--- src/hcc_pkg.sv ---
// Shared constants for the Hack core: action, status and comp codes, address map.
package hcc_pkg;

  localparam int PROGRAM_WORDS_DEFAULT = 32768;
  localparam int DATA_WORDS_DEFAULT    = 24577;

  localparam int WORD_W = 16;

  // address map
  localparam logic [15:0] SCREEN_BASE = 16'd16384;
  localparam logic [15:0] KEYBOARD_ADDR = 16'd24576;

  // actions
  localparam logic [1:0] ACT_LOAD  = 2'd0;
  localparam logic [1:0] ACT_STEP  = 2'd1;
  localparam logic [1:0] ACT_RESET = 2'd2;
  localparam logic [1:0] ACT_NOP   = 2'd3;

  // run status
  localparam logic [1:0] RUN_OK      = 2'd0;
  localparam logic [1:0] RUN_HALTED  = 2'd1;
  localparam logic [1:0] RUN_BAD_ADDR = 2'd2;
  localparam logic [1:0] RUN_BAD_COMP = 2'd3;

  // comp codes, low six bits; bit 6 selects M in place of A
  localparam logic [5:0] COMP_ZERO   = 6'h2A;
  localparam logic [5:0] COMP_ONE    = 6'h3F;
  localparam logic [5:0] COMP_MONE   = 6'h3A;
  localparam logic [5:0] COMP_D      = 6'h0C;
  localparam logic [5:0] COMP_NOT_D  = 6'h0D;
  localparam logic [5:0] COMP_NEG_D  = 6'h0F;
  localparam logic [5:0] COMP_D_INC  = 6'h1F;
  localparam logic [5:0] COMP_D_DEC  = 6'h0E;
  localparam logic [5:0] COMP_X      = 6'h30;
  localparam logic [5:0] COMP_NOT_X  = 6'h31;
  localparam logic [5:0] COMP_NEG_X  = 6'h33;
  localparam logic [5:0] COMP_X_INC  = 6'h37;
  localparam logic [5:0] COMP_X_DEC  = 6'h32;
  localparam logic [5:0] COMP_D_ADD_X = 6'h02;
  localparam logic [5:0] COMP_D_SUB_X = 6'h13;
  localparam logic [5:0] COMP_X_SUB_D = 6'h07;
  localparam logic [5:0] COMP_D_AND_X = 6'h00;
  localparam logic [5:0] COMP_D_OR_X  = 6'h15;

endpackage

--- src/hcc_alu.sv ---
// Hack comp function unit: 28 comp codes, wrapping 16-bit results.
module hcc_alu (
  input  logic [6:0]  comp,
  input  logic [15:0] d,
  input  logic [15:0] a,
  input  logic [15:0] m,
  output logic [15:0] res,
  output logic        ok
);

  logic [15:0] x;
  logic        use_m;

  assign use_m = comp[6];
  assign x = use_m ? m : a;

  always_comb begin
    res = '0;
    ok = 1'b1;
    case (comp[5:0])
      hcc_pkg::COMP_ZERO: begin
        res = '0;
        ok = !use_m;
      end
      hcc_pkg::COMP_ONE: begin
        res = 16'd1;
        ok = !use_m;
      end
      hcc_pkg::COMP_MONE: begin
        res = 16'hFFFF;
        ok = !use_m;
      end
      hcc_pkg::COMP_D: begin
        res = d;
        ok = !use_m;
      end
      hcc_pkg::COMP_NOT_D: begin
        res = ~d;
        ok = !use_m;
      end
      hcc_pkg::COMP_NEG_D: begin
        res = 16'd0 - d;
        ok = !use_m;
      end
      hcc_pkg::COMP_D_INC: begin
        res = d + 16'd1;
        ok = !use_m;
      end
      hcc_pkg::COMP_D_DEC: begin
        res = d - 16'd1;
        ok = !use_m;
      end
      hcc_pkg::COMP_X:        res = x;
      hcc_pkg::COMP_NOT_X:    res = ~x;
      hcc_pkg::COMP_NEG_X:    res = 16'd0 - x;
      hcc_pkg::COMP_X_INC:    res = x + 16'd1;
      hcc_pkg::COMP_X_DEC:    res = x - 16'd1;
      hcc_pkg::COMP_D_ADD_X:  res = d + x;
      hcc_pkg::COMP_D_SUB_X:  res = d - x;
      hcc_pkg::COMP_X_SUB_D:  res = x - d;
      hcc_pkg::COMP_D_AND_X:  res = d & x;
      hcc_pkg::COMP_D_OR_X:   res = d | x;
      default: begin
        res = '0;
        ok = 1'b0;
      end
    endcase
  end

endmodule
--- config.mk ---
export PLATFORM = sky130hd
export DESIGN_NAME = hcc_alu
export DESIGN_NICKNAME = d
export VERILOG_FILES = /design/src/hcc_pkg.sv /design/src/hcc_alu.sv
export SDC_FILE = /design/constraint.sdc
export NUM_CORES = 1
export LEC_CHECK = 0
export BUFFER_PORTS_ARGS = -buffer_cell sky130_fd_sc_hd__clkbuf_2
export CORE_ASPECT_RATIO = 1.2
export CORE_MARGIN = 2
export CORE_UTILIZATION = 58
export DETAILED_ROUTE_END_ITERATION = 8
export PLACE_DENSITY = 0.83
export SYNTH_ARGS = -nofsm -noshare
export SYNTH_HDL_FRONTEND = slang
export SYNTH_SLANG_ARGS = --single-unit
--- constraint.sdc ---
create_clock -name vclk -period 3.9
set_input_delay 0 -clock vclk [all_inputs]
set_output_delay 0 -clock vclk [all_outputs]
set_load 0.02 [all_outputs]
# Word-level counts from Yosys, hierarchy flattened
# Cells that the tools add are included.
# op_classes
addsub	9
multipliers	0
div_mod_pow	0
order_cmp	0
eq_ne	17
n_shift	0
mux	3
bitwise_logic	4
n_reduce_logical	4
# ops
operator	count
$pmux W16 S17	1
$eq A6 B6 Y1 const B	8
$add A16 B1 Y16 const B	2
$not A16 Y16	2
$sub A1 B16 Y16 const A	2
$sub A16 B1 Y16 const B	2
$sub A16 B16 Y16	2
$eq A6 B4 Y1 const B	4
$eq A6 B5 Y1 const B	3
$add A16 B16 Y16	1
$and A16 B16 Y16	1
$mux W16	1
$or A16 B16 Y16	1
$reduce_or A10 Y1	1
$reduce_or A8 Y1	1
$eq A6 B2 Y1 const B	1
$eq A6 B3 Y1 const B	1
$logic_not A6 Y1	1
$pmux W1 S2	1
$logic_not A1 Y1	1
# totals
regBits	0
latch_bits	0
ram_bits	0
mem_bits_ro	0
in_bits	55
output_inout_bits	17
elab_cells	37
mem_count	0

# Depth between registers and ports, before layout
# depth
word_depth	3
ltp_mapped	17

# Least setup slack after synthesis
# No wires, ideal clock.
# synth_path
path_type	input to output
start	input port comp[0]
end	output port res[13]
arrival_time_ns	3.377
required_ns	3.900
slack_ns	0.523
stages	15
n_path_buf	2
cell_sequence	buf_2 nor3b_1 a22oi_1 or3b_2 clkbuf_1 a221oi_1 ha_1 nor2b_1 o31a_1 o221ai_1 a21oi_1 a31oi_1 o21ai_0 xnor2_1 o221ai_1
# synth_via
elab_chain_len	2
# synth_rtl
element	line	rtl
from (decl)	hcc_alu.sv:3	input logic [6:0] comp,
$eq A6 B5 Y1 (tied with other cells)	hcc_alu.sv:20	case (comp[5:0])
$pmux W16 S17 (*)	hcc_alu.sv:20	
to (decl)	hcc_alu.sv:7	output logic [15:0] res,
# Every way passes the cells marked *; elsewhere a longest branch is shown, timed or not.

# Worst setup path after layout
# layout_path
start	input port comp[0]
end	output port res[15]
# The elaborated chain is that of the path after synthesis.

==> metrics.txt <==
# TYPE chip_impl_metric gauge
chip_impl_info{name="outcome",value="finished, final reports clean"} 1
chip_impl_metric{name="timing.final.hold_violations",unit=""} 0
chip_impl_metric{name="finalCriticalPeriod",unit="ns"} 3.681
chip_impl_metric{name="intPower",unit="uW"} 175.2
chip_impl_metric{name="final_nets",unit=""} 744
chip_impl_metric{name="max_slew_margin",unit=""} 0.1274
chip_impl_metric{name="grt_pass1_wl",unit="mm"} 22.13
chip_impl_metric{name="drt-total-wl",unit="mm"} 14.40
chip_impl_metric{name="drive_above_1_share",unit=""} 0.1856
chip_impl_metric{name="io_pins",unit=""} 72
chip_impl_metric{name="ctsResizeCount",unit=""} 0
chip_impl_metric{name="gp_congestion",unit=""} 1.012
chip_impl_metric{name="fp.dieH",unit="um"} 93.21
chip_impl_metric{name="drc_errors",unit=""} 0
chip_impl_metric{name="route.vias.total",unit=""} 4984
chip_impl_metric{name="std_cell_rows",unit=""} 32
chip_impl_info{name="rsz_0062_raised_after_global_routing",value="false"} 1
chip_impl_metric{name="n_clock_buffer",unit=""} 0
chip_impl_metric{name="final_min_period_over_clock_period",unit=""} 0.9438
chip_impl_metric{name="final_cell_area",unit="sq um"} 4330
chip_impl_metric{name="syn-instance-count",unit=""} 595
chip_impl_metric{name="drv_slew",unit=""} 0
chip_impl_metric{name="pin_count_of_the_biggest_net_entering_global_routing",unit=""} 31
chip_impl_metric{name="antenna_found_initial",unit=""} 0
chip_impl_info{name="min_path_type",value="in2out"} 1
chip_impl_metric{name="placement.io_buffers",unit=""} 72
chip_impl_metric{name="post_cts_hold_buffer_count",unit=""} 0
chip_impl_metric{name="grtUsageTotal",unit=""} 0.3780
chip_impl_metric{name="post_drt_wl_per_cell",unit="um"} 19.53
chip_impl_metric{name="comb_power_share",unit=""} 1.000
chip_impl_info{name="mostFrequentLayoutCells",value="clkbuf_2, o21ai_0, a21oi_1"} 1
chip_impl_metric{name="clkPwrFrac",unit=""} 0
chip_impl_metric{name="die-width",unit="um"} 78.34
chip_impl_metric{name="antenna_cells",unit=""} 0
chip_impl_metric{name="net_count_of_the_mapped_netlist",unit=""} 685
chip_impl_info{name="critical_path.startpoint_type",value="input pin"} 1
chip_impl_metric{name="floorplan.die_area",unit="sq um"} 7301
chip_impl_metric{name="timing.max_cap.violations",unit=""} 0
chip_impl_metric{name="placement.cell_area",unit="sq um"} 4320
chip_impl_metric{name="setup_viol_count_final",unit=""} 0
chip_impl_metric{name="power_switching_share",unit=""} 0.6030
chip_impl_metric{name="synth_warn",unit=""} 0
chip_impl_metric{name="critPathRequiredTime",unit="ns"} 3.90
chip_impl_metric{name="synth.top_cell.area_share",unit=""} 0.1074
chip_impl_info{name="yosys.area.top_type",value="ha_1"} 1
chip_impl_metric{name="routed_via_density",unit=""} 6.763
chip_impl_metric{name="synth.cell_area",unit="sq um"} 3846
chip_impl_metric{name="yosysSeqAreaShare",unit=""} 0
chip_impl_info{name="layout_commonest_cell",value="clkbuf_2"} 1
chip_impl_metric{name="tns",unit="ns"} 0
chip_impl_metric{name="power",unit="uW"} 441.5
chip_impl_metric{name="start_util",unit=""} 0.6004
chip_impl_metric{name="timing.critical_path.fanout_max",unit=""} 7
chip_impl_metric{name="place.detailed.hpwl",unit="mm"} 10.99
chip_impl_metric{name="detailedRoute.firstIterationViolations",unit=""} 506
chip_impl_info{name="cp-end-kind",value="output port"} 1
chip_impl_metric{name="p_per_area",unit="nW/um^2"} 101.9
chip_impl_metric{name="achievable-frequency",unit="MHz"} 271.7
chip_impl_metric{name="yosysUniqueCellTypes",unit=""} 65
chip_impl_metric{name="fillers",unit=""} 598
chip_impl_metric{name="irDropWorstVdd",unit="mV"} 0.06257
chip_impl_metric{name="post_synthesis_average_cell_area",unit="sq um"} 6.464
chip_impl_metric{name="worst_slew_pin_slew",unit="ns"} 1.295
chip_impl_metric{name="ant_nets",unit=""} 0
chip_impl_metric{name="num_sequential",unit=""} 0
chip_impl_metric{name="cts_setup_buffers",unit=""} 0
chip_impl_metric{name="cellLeakagePower",unit="uW"} 0.001864
chip_impl_metric{name="grt_pass1_vias",unit=""} 4498
chip_impl_metric{name="arrival",unit="ns"} 3.68
chip_impl_metric{name="gr-total-overflow",unit=""} 0
chip_impl_metric{name="seqCellArea",unit="sq um"} 0
chip_impl_metric{name="seq_power_share",unit=""} 0
chip_impl_info{name="synth_top_cells_by_area",value="ha_1, o21ai_0, xnor2_1"} 1
chip_impl_info{name="setup.worst_path.class",value="in2out"} 1
chip_impl_metric{name="netSwitchingPower",unit="uW"} 266.2
chip_impl_metric{name="drt_pass_1_iters",unit=""} 5
chip_impl_metric{name="coreArea",unit="sq um"} 6406
chip_impl_metric{name="layout-area-overhead-vs-synth",unit="%"} 12.59
chip_impl_metric{name="multiInputGateArea",unit="sq um"} 3608
==> final cells by class <==
cell class / instances / area share
Inverter: 20 / 0.01734
Multi-Input combinational cell: 536 / 0.8333
Tap cell: 85 / 0.02456
Timing Repair Buffer: 96 / 0.1248
==> power groups by stage <==
| stage | logic [uW] | clock network (uW) | registers, uW |
|---|---|---|---|
| 5_1_grt | 477 | 0 | 0 |
| 3_3_place_gp | 422 | 0 | 0 |
| 4_1_cts | 431 | 0 | 0 |
| 3_5_place_dp | 429 | 0 | 0 |
| 2_1_floorplan | 303 | 0 | 0 |
| 6_report | 441 | 0 | 0 |
==> worst paths after layout <==
check,startpoint,end,cells past startpoint
worst max-delay path,comp[0],res[15],15
worst min-delay path,d[0],res[0],5
==> Yosys cell counts (6+ instances only) <==
library cell / number
nor3_1: 24
ha_1: 33
or3_1: 12
o22ai_1: 6
xnor2_1: 38
nand2_1: 45
nor2b_1: 7
o21a_1: 9
nand3_1: 15
clkbuf_1: 27
o21ai_0: 70
a2111oi_0: 6
o2111ai_1: 6
mux2i_1: 15
a211oi_1: 9
nor2_1: 56
inv_1: 20
o31ai_1: 8
a221oi_1: 10
a21o_1: 7
buf_2: 7
xor2_1: 10
a21oi_1: 62
==> per-layer routing <==
layer  GRT usage  part of all wire  up-vias
li1            -                 -     2349
met1      0.4655              0.38     2268
met2      0.6444              0.46      307
met3     0.05695              0.10       60
met4      0.1754             0.054        0
met5           0                 0        -
==> metrics by stage <==
step                      utilization  worst slack, ns  hold WS (ns)  instances
after floorplan                     -           0.5230        0.2270        595
after CTS                      0.6744           0.2068        0.5289        737
after global routing           0.6760         0.009113        0.5843        737
final                          0.6760           0.2192        0.5338        737
after detailed placement       0.6744           0.2225        0.5288        737
after global placement         0.6744           0.2793        0.5200        737
==> kinds of logic (layout without fill, tap and decap cells) <==
group,count (synthesis),count (layout),synth area share
AO/OA/AOI/OAI,233,233,0.3878
buffers and inverters,59,116,0.06571
adder cells (fa/ha/maj),35,35,0.1178
XOR/XNOR,48,48,0.1093
AND/OR/NAND/NOR,198,198,0.2560
multiplexers,22,22,0.06343
==> critical path, stage by stage <==
cell      delay, ns
clkbuf_2       0.15
xnor2_1        0.30
a22oi_1        0.17
or3b_2         0.48
a221oi_1       0.43
ha_1           0.31
nor2b_1        0.14
o31a_1         0.29
o221ai_1       0.22
a21oi_1        0.17
and3_1         0.22
o22ai_1        0.22
xnor2_1        0.10
a221o_1        0.31
clkbuf_2       0.16
No activity file was read; power rests on OpenSTA's default activity.
